**config.mk**
```make
export PLATFORM = sky130hd
export DESIGN_NAME = cia402_drive_enable_sequencer_top
export DESIGN_NICKNAME = d
export VERILOG_FILES = /design/src/rtl/cdes_pkg.sv /design/src/rtl/cia402_drive_enable_sequencer_top.sv /design/src/rtl/cdes_decode.sv /design/src/rtl/cdes_state.sv
export VERILOG_INCLUDE_DIRS = /design/src /design/src/rtl
export SDC_FILE = /design/constraint.sdc
export NUM_CORES = 1
export LEC_CHECK = 0
export ABC_CLOCK_PERIOD_IN_PS = 3500
export BUFFER_PORTS_ARGS = -buffer_cell sky130_fd_sc_hd__buf_2
export CAP_MARGIN = 30
export CORE_UTILIZATION = 53
export DETAILED_ROUTE_END_ITERATION = 7
export GPL_TIMING_DRIVEN = 0
export PLACE_DENSITY = 0.83
export SLEW_MARGIN = 20
export SYNTH_ARGS = -nofsm -noshare
export SYNTH_HDL_FRONTEND = slang
export SYNTH_SLANG_ARGS = --single-unit
```
**constraint.sdc**
```tcl
create_clock -name clk -period 3.5 [get_ports clk]
set_input_delay 0.525 -clock clk [delete_from_list [all_inputs] [get_ports clk]]
set_output_delay 0.525 -clock clk [all_outputs]
set_load 0.005 [all_outputs]
```
**src/rtl/cia402_drive_enable_sequencer_top_defines.svh**
```systemverilog
// Assertion helpers for the drive enable sequencer.
`ifndef CIA402_DRIVE_ENABLE_SEQUENCER_TOP_DEFINES_SVH
`define CIA402_DRIVE_ENABLE_SEQUENCER_TOP_DEFINES_SVH

// same-cycle implication, checked at every rising edge outside reset
`define CDES_ASSERT_IMP(label, clk, rst_n, ante, cons, msg) \
	label: assert property (@(posedge clk) disable iff (!rst_n) (ante) |-> (cons)) \
		else $error(msg);

// invariant, checked at every rising edge outside reset
`define CDES_ASSERT_ALWAYS(label, clk, rst_n, cond, msg) \
	label: assert property (@(posedge clk) disable iff (!rst_n) 1'b1 |-> (cond)) \
		else $error(msg);

`endif

```
**src/rtl/cdes_pkg.sv**
```systemverilog
package cdes_pkg;

	localparam int JOINT_COUNT_DEF = 6;
	localparam int JOINT_IDX_W     = 3;
	localparam int JOINT_SLOTS     = 1 << JOINT_IDX_W;

	localparam logic [15:0] SW_MASK_A   = 16'h004F;
	localparam logic [15:0] SW_MASK_B   = 16'h006F;
	localparam logic [15:0] SW_NOT_RDY  = 16'h0000;
	localparam logic [15:0] SW_SO_DIS   = 16'h0040;
	localparam logic [15:0] SW_RDY      = 16'h0021;
	localparam logic [15:0] SW_SW_ON    = 16'h0023;
	localparam logic [15:0] SW_OP_EN    = 16'h0027;
	localparam logic [15:0] SW_FAULT    = 16'h0008;

	localparam logic [15:0] CW_SHUTDOWN_MASK = 16'h007E;
	localparam logic [15:0] CW_SHUTDOWN_SET  = 16'h0006;
	localparam logic [15:0] CW_SWON_MASK     = 16'h0077;
	localparam logic [15:0] CW_SWON_SET      = 16'h0007;
	localparam logic [15:0] CW_ENOP_MASK     = 16'h007F;
	localparam logic [15:0] CW_ENOP_SET      = 16'h000F;
	localparam logic [15:0] CW_FRST_MASK     = 16'h00FF;
	localparam logic [15:0] CW_FRST_SET      = 16'h0080;

	typedef enum logic [2:0] {
		ST_UNKNOWN        = 3'd0,
		ST_NOT_READY      = 3'd1,
		ST_SW_ON_DISABLED = 3'd2,
		ST_READY          = 3'd3,
		ST_SWITCHED_ON    = 3'd4,
		ST_OP_ENABLED     = 3'd5,
		ST_FAULT          = 3'd6
	} drive_state_t;

	typedef struct packed {
		logic         hit;
		drive_state_t state;
		logic         ctrl_write;
		logic [15:0]  ctrl_value;
		logic         advance;
	} dec_result_t;

	typedef struct packed {
		logic [JOINT_IDX_W-1:0] joint;
		drive_state_t           prev_state;
		logic                   wrap;
	} joint_info_t;

endpackage

```
**src/rtl/cia402_drive_enable_sequencer_top.sv**
```systemverilog
// Path: an accepted input word passes the input register, then its result word the result register.
// Throughput: one word per cycle while out_stall is low; decode, control update and joint state
// update all sit between the input register and the result register.
// Reset: arst_n clears the joint pointer, every stored drive state (unknown)
// and both valid flags; payload registers are not reset.
module cia402_drive_enable_sequencer_top
	import cdes_pkg::*;
#(
	parameter int JOINT_COUNT = JOINT_COUNT_DEF
) (
	input  logic                   clk,
	input  logic                   arst_n,
	input  logic                   in_valid,
	output logic                   in_stall,
	input  logic [15:0]            drv_status,
	input  logic [15:0]            drv_control,
	input  logic signed [31:0]     actual_pos,
	input  logic signed [31:0]     cmd_pos,
	output logic                   out_valid,
	input  logic                   out_stall,
	output logic [JOINT_IDX_W-1:0] joint_sel,
	output logic                   ctrl_write,
	output logic [15:0]            ctrl_value,
	output logic                   target_write,
	output logic signed [31:0]     target_value,
	output logic [2:0]             drive_state,
	output logic                   all_enabled
);

`include "cia402_drive_enable_sequencer_top_defines.svh"

	logic               valid_s1;
	logic [15:0]        status_s1;
	logic [15:0]        control_s1;
	logic signed [31:0] actual_s1;
	logic signed [31:0] target_s1;

	logic        s2_ready;
	logic        s1_fire;
	logic        in_fire;

	dec_result_t  dec;
	joint_info_t  info;
	drive_state_t new_state;
	logic         tgt_fix;

	assign s2_ready = !out_valid || !out_stall;
	assign s1_fire  = valid_s1 && s2_ready;
	assign in_stall = valid_s1 && !s2_ready;
	assign in_fire  = in_valid && !in_stall;

	cdes_decode u_decode (
		.drv_status  (status_s1),
		.drv_control (control_s1),
		.dec         (dec)
	);

	assign new_state = dec.hit ? dec.state : info.prev_state;
	assign tgt_fix   = dec.hit && (dec.state == ST_SWITCHED_ON)
		&& (info.prev_state != ST_SWITCHED_ON) && (actual_s1 != target_s1);

	cdes_state #(
		.JOINT_COUNT (JOINT_COUNT)
	) u_state (
		.clk        (clk),
		.arst_n     (arst_n),
		.upd        (s1_fire),
		.next_state (new_state),
		.advance    (dec.advance),
		.info       (info)
	);

	always_ff @(posedge clk or negedge arst_n) begin
		if (!arst_n) begin
			valid_s1 <= 1'b0;
		end else if (in_fire) begin
			valid_s1 <= 1'b1;
		end else if (s1_fire) begin
			valid_s1 <= 1'b0;
		end
	end

	always_ff @(posedge clk) begin
		if (in_fire) begin
			status_s1  <= drv_status;
			control_s1 <= drv_control;
			actual_s1  <= actual_pos;
			target_s1  <= cmd_pos;
		end
	end

	always_ff @(posedge clk or negedge arst_n) begin
		if (!arst_n) begin
			out_valid <= 1'b0;
		end else if (s2_ready) begin
			out_valid <= valid_s1;
		end
	end

	always_ff @(posedge clk) begin
		if (s1_fire) begin
			joint_sel    <= info.joint;
			ctrl_write   <= dec.ctrl_write;
			ctrl_value   <= dec.ctrl_value;
			target_write <= tgt_fix;
			target_value <= tgt_fix ? actual_s1 : 32'sd0;
			drive_state  <= new_state;
			all_enabled  <= dec.advance && info.wrap;
		end
	end

	`CDES_ASSERT_IMP(a_tgt_only_on_switch_on, clk, arst_n, out_valid && target_write,
		ctrl_write && (drive_state == ST_SWITCHED_ON), "target fix outside switched on")
	`CDES_ASSERT_IMP(a_all_en_on_last, clk, arst_n, out_valid && all_enabled,
		(drive_state == ST_OP_ENABLED) && (joint_sel == JOINT_IDX_W'(JOINT_COUNT - 1)),
		"all_enabled not on last joint")
	`CDES_ASSERT_IMP(a_ctrl_zero, clk, arst_n, out_valid && !ctrl_write,
		ctrl_value == 16'h0000, "control value without write")
	`CDES_ASSERT_ALWAYS(a_joint_range, clk, arst_n,
		info.joint < JOINT_IDX_W'(JOINT_COUNT), "joint pointer out of range")

endmodule

```
**src/rtl/cdes_decode.sv**
```systemverilog
module cdes_decode
	import cdes_pkg::*;
(
	input  logic [15:0] drv_status,
	input  logic [15:0] drv_control,
	output dec_result_t dec
);

	logic [15:0] sw_a;
	logic [15:0] sw_b;

	assign sw_a = drv_status & SW_MASK_A;
	assign sw_b = drv_status & SW_MASK_B;

	always_comb begin
		dec = '{hit: 1'b0, state: ST_UNKNOWN, ctrl_write: 1'b0,
			ctrl_value: 16'h0000, advance: 1'b0};
		priority if (sw_a == SW_NOT_RDY) begin
			dec.hit   = 1'b1;
			dec.state = ST_NOT_READY;
		end else if (sw_a == SW_SO_DIS) begin
			dec.hit        = 1'b1;
			dec.state      = ST_SW_ON_DISABLED;
			dec.ctrl_write = 1'b1;
			dec.ctrl_value = (drv_control & CW_SHUTDOWN_MASK) | CW_SHUTDOWN_SET;
		end else if (sw_b == SW_RDY) begin
			dec.hit        = 1'b1;
			dec.state      = ST_READY;
			dec.ctrl_write = 1'b1;
			dec.ctrl_value = (drv_control & CW_SWON_MASK) | CW_SWON_SET;
		end else if (sw_b == SW_SW_ON) begin
			dec.hit        = 1'b1;
			dec.state      = ST_SWITCHED_ON;
			dec.ctrl_write = 1'b1;
			dec.ctrl_value = (drv_control & CW_ENOP_MASK) | CW_ENOP_SET;
		end else if (sw_b == SW_OP_EN) begin
			dec.hit     = 1'b1;
			dec.state   = ST_OP_ENABLED;
			dec.advance = 1'b1;
		end else if (sw_a == SW_FAULT) begin
			dec.hit        = 1'b1;
			dec.state      = ST_FAULT;
			dec.ctrl_write = 1'b1;
			dec.ctrl_value = (drv_control & CW_FRST_MASK) | CW_FRST_SET;
		end else begin
			dec.hit = 1'b0;
		end
	end

endmodule

```
**src/rtl/cdes_state.sv**
```systemverilog
module cdes_state
	import cdes_pkg::*;
#(
	parameter int JOINT_COUNT = JOINT_COUNT_DEF
) (
	input  logic         clk,
	input  logic         arst_n,
	input  logic         upd,
	input  drive_state_t next_state,
	input  logic         advance,
	output joint_info_t  info
);

	localparam logic [JOINT_IDX_W-1:0] LAST_WRAP = JOINT_IDX_W'(JOINT_COUNT);

	logic [JOINT_IDX_W-1:0] joint_q;
	drive_state_t           state_q [JOINT_SLOTS];
	logic [JOINT_IDX_W-1:0] joint_inc;

	assign joint_inc       = joint_q + JOINT_IDX_W'(1);
	assign info.joint      = joint_q;
	assign info.prev_state = state_q[joint_q];
	assign info.wrap       = (joint_inc == LAST_WRAP);

	always_ff @(posedge clk or negedge arst_n) begin
		if (!arst_n) begin
			joint_q <= '0;
			for (int i = 0; i < JOINT_SLOTS; i++) begin
				state_q[i] <= ST_UNKNOWN;
			end
		end else if (upd) begin
			state_q[joint_q] <= next_state;
			if (advance) begin
				joint_q <= info.wrap ? '0 : joint_inc;
			end
		end
	end

endmodule
```
# Word-level counts from Yosys, hierarchy flattened

Cells that the tools add are included.

Memories: 0
RAM bits: 0
Input bits: 100
Register bits after elaboration: 164
Bits in latches: 0
Output and inout port bits: 59
Word-level logic and storage cells: 78
Memory bits (read-only): 0

Bitwise operators: 1
Order comparisons: 2
Div/mod/pow operators: 0
$add $sub $neg: 1
Multiplexer cells: 23
Multipliers: 0
Eq/ne operators: 9
Shift operators: 0
Reduce and logical (&&, ||, !) cells: 18

Operators by type and width:

| kind                                                                         | number |
|---|---|
| 21-bit two-way mux                                                           | 3 |
| 32-bit != test                                                               | 1 |
| 24-bit bitwise mux                                                           | 1 |
| 20-bit two-way mux                                                           | 1 |
| 6-bit by 5-bit == test with 1-bit output, second input constant              | 3 |
| 17-bit two-way mux                                                           | 1 |
| 16-bit zero test                                                             | 1 |
| 3-bit two-way mux                                                            | 5 |
| 3-bit binary-select mux with 3-bit select                                    | 1 |
| 3-bit demux with 3-bit select                                                | 1 |
| 1-bit logical AND                                                            | 8 |
| 1-bit two-way mux                                                            | 8 |
| 4-bit two-way mux                                                            | 2 |
| 3-bit == test, second input constant                                         | 2 |
| 5-bit by 4-bit == test with 1-bit output, second input constant              | 1 |
| 5-bit == test, second input constant                                         | 1 |
| 5-bit OR reduction                                                           | 1 |
| 4-bit >= comparator, second input constant                                   | 1 |
| 1-bit zero test                                                              | 4 |
| 4-bit by 1-bit less-than comparator with 1-bit output, second input constant | 1 |
| 3-bit inverter with 4-bit output                                             | 1 |
| 3-bit by 1-bit adder with 3-bit output, second input constant                | 1 |
| 3-bit != test, second input constant                                         | 1 |
| 2-bit AND reduction                                                          | 1 |
| other kinds (3)                                                              | 3 |

# Logic depth before layout (Yosys ltp)

Depth after elaboration: 11
Mapped depth: 9
Mapped depth without buffers: 5

# Cells and area by module

A second synthesis with hierarchy kept.

Cell total of the unflattened synthesis: 436
Area, all modules: 7243.2 sq um

Modules (own cells, without submodules):

| module                            | times used | seq. area each (sq um) | cells an instance | area an instance (sq um) |
|---|---|---|---|---|
| cia402_drive_enable_sequencer_top | 1          | 4644.5                 | 285               | 5619.1 |
| cdes_state                        | 1          | 675.6                  | 107               | 1338.8 |
| cdes_decode                       | 1          | 0.0                    | 44                | 285.3 |

# Worst setup path before layout

No wires, ideal clock.

Kind: input to register
Start: input port out_stall
End: register u_state.state_q[15] in the netlist's numbering
Data required time: 3.375 ns
Setup time: 0.125 ns
Arrival: 2.774 ns
Path buffers: 0
Slack: 0.601 ns
Stages: 5
Cell sequence: nand2_1 > and2_1 > nand2b_1 > nor3_1 > mux2_2

Longest elaborated chain between the ends: 3

Ends and longest elaborated chain:

| element                        | line                                    | source |
|---|---|---|
| start: declaration             | cia402_drive_enable_sequencer_top.sv:20 | `input logic out_stall,` |
| 1-bit zero test                | cia402_drive_enable_sequencer_top.sv:47 | `assign s2_ready = !out_valid \|\| !out_stall;` |
| 1-bit logical OR               | cia402_drive_enable_sequencer_top.sv:47 |  |
| 1-bit logical AND              | cia402_drive_enable_sequencer_top.sv:48 | `assign s1_fire = valid_s1 && s2_ready;` |
| via s1_fire                    | cia402_drive_enable_sequencer_top.sv:39 | `logic s1_fire;` |
| end signal: indexed assignment | cdes_state.sv:32                        | `state_q[joint_q] <= next_state;` |
| end: declaration               | cdes_state.sv:17                        | `drive_state_t state_q [JOINT_SLOTS];` |

The timed path passes the listed nets, and every way through them passes these cells.
A chain may end at the register's enable or synchronous reset.

# Final worst setup path

Start: register actual_s1[14]
End: register target_value[14], data pin

Longest elaborated chain between the ends: 2

Ends and longest elaborated chain:

| element                  | line                                     | source |
|---|---|---|
| start: declaration       | cia402_drive_enable_sequencer_top.sv:35  | `logic signed [31:0] actual_s1;` |
| start signal: assignment | cia402_drive_enable_sequencer_top.sv:87  | `actual_s1 <= actual_pos;` |
| 32-bit != test           | cia402_drive_enable_sequencer_top.sv:60  | `&& (info.prev_state != ST_SWITCHED_ON) && (actual_s1 != target_s1);` |
| 1-bit logical AND        | cia402_drive_enable_sequencer_top.sv:60  |  |
| end signal: assignment   | cia402_drive_enable_sequencer_top.sv:106 | `target_value <= tgt_fix ? actual_s1 : 32'sd0;` |
| end: declaration         | cia402_drive_enable_sequencer_top.sv:25  | `output logic signed [31:0] target_value,` |

Several ways; a longest one is shown, not always the timed one.

==> metrics.md <==
| Metric | Value |
|---|---|
| Status | complete, but fails checks |
| Failing checks | design-rule violations |
| Flops & latches, synth | between 150 and 200 |
| Initial Utilization | between 50% and 60% |
| Worst-Skew Late Latency | roughly 420 ps |
| Initial DRC Count | roughly 400 |
| Unrepaired setup endpoints after global routing | false |
| VDD IR max | around 390 uV |
| Post-synthesis cell area | around 6300 um^2 |
| Floorplan row count | 39 |
| CP bufs+invs | 1 |
| Routed len/inst | 18.9 um |
| Critical path's top delay family | simple AND/OR/NAND/NOR gates |
| Final TNS setup | 0 ps |
| Root Driver | clkbuf_16 |
| Number of global-route vias before repair | between 3000 and 4000 |
| Vias | 3798 |
| Cell-by-cell listing of the critical path | xor2_1 -> nor4_1 -> nand4_1 -> nor2_1 -> clkbuf_1 -> nor3b_2 |
| All-Layer GR Usage | between 20% and 30% |
| R2R Setup Slk | between 700 and 800 ps |
| Final ANT Viol Nets | 0 |
| DRC violations left | 30 |
| Part of the cycle the worst path needs | about 80% |
| Mapped Avg Cell Area | 16.6 um^2 |
| Mapped Cells | between 300 and 400 |
| Clock skew | between 10 and 15 ps |
| CTS Sinks | between 150 and 200 |
| WP data arrival | 2850 ps |
| RePlAce Congestion | about 0.87 |
| Switching fraction of total power | between 20% and 30% |
| Worst slew margin | 45.7% |
| Worst EP required | ~3600 ps |
| Power, Total | 4.69 mW |
| Post-synth EDFFs | about 130 |
| Clock buffers created by TritonCTS | 17 |
| CTS H-tree lvls | 4 |
| First-pass GRT wire length | approximately 20000 um |
| Critical Path Source | actual_s1[14]$_DFFE_PP_ |
| Post-synth ARST share | between 10% and 20% |
| Die width | about 110 um |
| R2R cell count | 6 |
| Reg-to-reg endpoint | target_value[14]$_SDFFCE_PN0P_ |
| Pins Over Slew Limit | 0 |
| WL final | ~13000 um |
| Endpoint type of the worst setup path | register |
| Clock slew at reported path FFs | roughly 60 ps |
| Multi-input logic area | 1660 um^2 |
| Final setup fails | 0 |
| Total setup buffers inserted after CTS | 0 |
| GRT overflow | 0 |
| CTS tree | done |
| Met2 usage | between 30% and 40% |
| Initial antenna violation count | 1 |
| Hold_buf cts | 0 |
| Clock tree buffer depth | 2 |
| P per Cell Area | roughly 600 nW/um^2 |
| Hold Path Class | in2async |
| Tmin final | between 2000 and 3000 ps |
| Maximum fanout along the worst path | 10 |
| Hold Fails Final Rpt | 0 |
| DIE HEIGHT | between 100 and 150 um |
| Main synth FF type | edfxtp_1 |
| # port buffers | 131 |
| Final net count | between 600 and 700 |
| Core area | around 12000 um^2 |
| Synthesis warning total | 0 |
| WHS | 134 ps |
| Layout area overhead | 24.4% |
| Fin util | 68.0% |
| Power Internal | ~3.7 mW |
| Met1 usage | 27.6% |
| Critical path class | reg2reg |
| Post-route setup slack | 777 ps |
| Nature of the critical path startpoint | register |
| Resized cells post-CTS | 0 |
| Logic pwr share | 10.1% |
| CP peak stage delay | 660 ps |
| I/O Pins | 159 |
| Top Usage Layer GRT | met2 |
| Switching Power | 1.01 mW |
| Die area | ~12000 um^2 |
| Register area | about 4500 um^2 |
| Clk pwr share | between 40 and 50% |
| Distinct cell type count after synthesis | 45 |
| # fillers | between 700 and 800 |
| Layout cells sized above 1 | about two fifths |
| Slowest CP cell | clkbuf_1 |
| Fmax | between 300 and 400 MHz |
| Worst-Margin Slew | about 810 ps |
| Register share of total power | a little under half |
| Critical R2R Launch | actual_s1[14]$_DFFE_PP_ |
| Drt via density | around 5.5 |
| Largest net degree at the start of global routing | between 50 and 60 |
| Sequential element share of the synthesized area | 71.7% |
| Hpwl dp | approximately 9000 um |
| Pre-CTS setup slack | around 860 ps |
| TritonRoute pass-1 iters | 6 |
| Max Cap Violations | 0 |
| Lkg Pwr | around 3.2 nW |
| Met3 usage | 5.90% |
## cell type report
class | instances | area share, %
antenna | 1 | 0.0320
inverter | 4 | 0.192
timing repair buffer | 132 | 8.73
buffer | 21 | 1.85
clock buffer | 24 | 6.03
tap | 143 | 2.29
multi-input combinational | 205 | 21.1
sequential | 155 | 57.6
clock inverter | 8 | 2.13
## layout by cell type (no fill, tap or decap), types with 3 or more instances in the layout
cell / Yosys / routed
nor4_1: 10 / 10
xor2_1: 33 / 33
nor3b_1: 10 / 10
mux2_2: 26 / 26
edfxtp_1: 126 / 126
a21oi_1: 7 / 7
buf_2: 2 / 133
nor2_1: 12 / 12
mux2i_1: 5 / 5
nand3b_1: 3 / 3
inv_1: 4 / 4
buf_4: 9 / 9
and2_1: 8 / 6
conb_1: 1 / 8
clkbuf_1: 6 / 11
dfrtp_1: 29 / 29
nor3_1: 6 / 6
nand3_1: 4 / 4
o21ai_0: 5 / 5
bufinv_16: 0 / 5
nor3b_2: 19 / 19
nand2b_1: 7 / 7
nor4b_1: 5 / 5
buf_6: 4 / 4
clkbuf_16: 0 / 17
nand2_1: 9 / 9
## registers in the layout, indices dropped and copies added, names as in the netlist, 6 cells and up
| register | count |
|---|---|
| actual_s1 | 32 |
| control_s1 | 7 |
| ctrl_value | 8 |
| status_s1 | 6 |
| target_s1 | 32 |
| target_value | 32 |
| u_state.state_q | 24 |
## metrics by stage
stage / cells / area, um^2
floorplan: 385 / 6320
global placement: 659 / 7150
detailed placement: 660 / 7190
CTS: 692 / 7830
global route: 693 / 7830
finish: 693 / 7830
## kinds of logic (layout without fill, tap and decap cells)
family / after synthesis / in the layout / synth area share (%)
fa+ha+maj: 2 / 2 / 0.398
flops: 155 / 155 / 71.7
simple gates: 107 / 107 / 12.3
mux: 33 / 33 / 6.22
buf+inv: 25 / 189 / 2.54
xor+xnor: 33 / 33 / 4.59
other cells: 1 / 9 / 0.0596
compound gates: 22 / 22 / 2.21
## power by group through the flow
| stage | registers (mW) | logic, mW | clock network, mW |
|---|---|---|---|
| finish | 2.24 | 0.474 | 1.97 |
| detailed placement | 2.28 | 0.466 | 0 |
| global route | 2.26 | 0.514 | 2.07 |
| global placement | 2.27 | 0.439 | 0 |
| floorplan | 2.27 | 0.267 | 0 |
| CTS | 2.24 | 0.472 | 2.00 |
## synthesized netlist by cell type, types with 6 or more instances
library cell / instances / area [um^2]
buf_4: 9 / 67.6
nor3b_2: 19 / 238
mux2_2: 26 / 293
dfrtp_1: 29 / 726
clkbuf_1: 6 / 22.5
and2_1: 8 / 50.1
edfxtp_1: 126 / 3780
nor3_1: 6 / 30.0
xor2_1: 33 / 289
nor2_1: 12 / 45.0
nor3b_1: 10 / 75.1
nor4_1: 10 / 62.6
a21oi_1: 7 / 35.0
nand2b_1: 7 / 43.8
nand2_1: 9 / 33.8
## routing by layer
layer	part of all wire, %	vias up
met1	40	1879
met4	2.0	0
met2	52	162
li1	-	1734
met5	0	-
met3	6.9	23
## worst max-delay path by stage
| stage | to | cells past startpoint |
|---|---|---|
| after global routing | target_value[14]$_SDFFCE_PN0P_ | 6 |
| after detailed placement | target_value[9]$_SDFFCE_PN0P_ | 6 |
| after floorplan | u_state.state_q[15]$_DFFE_PN0P_ | 5 |
| final | target_value[14]$_SDFFCE_PN0P_ | 6 |
| after CTS | target_value[14]$_SDFFCE_PN0P_ | 6 |
| after global placement | u_state.state_q[23]$_DFFE_PN0P_ | 6 |
Note: power is estimated with default switching activity, not from simulation.
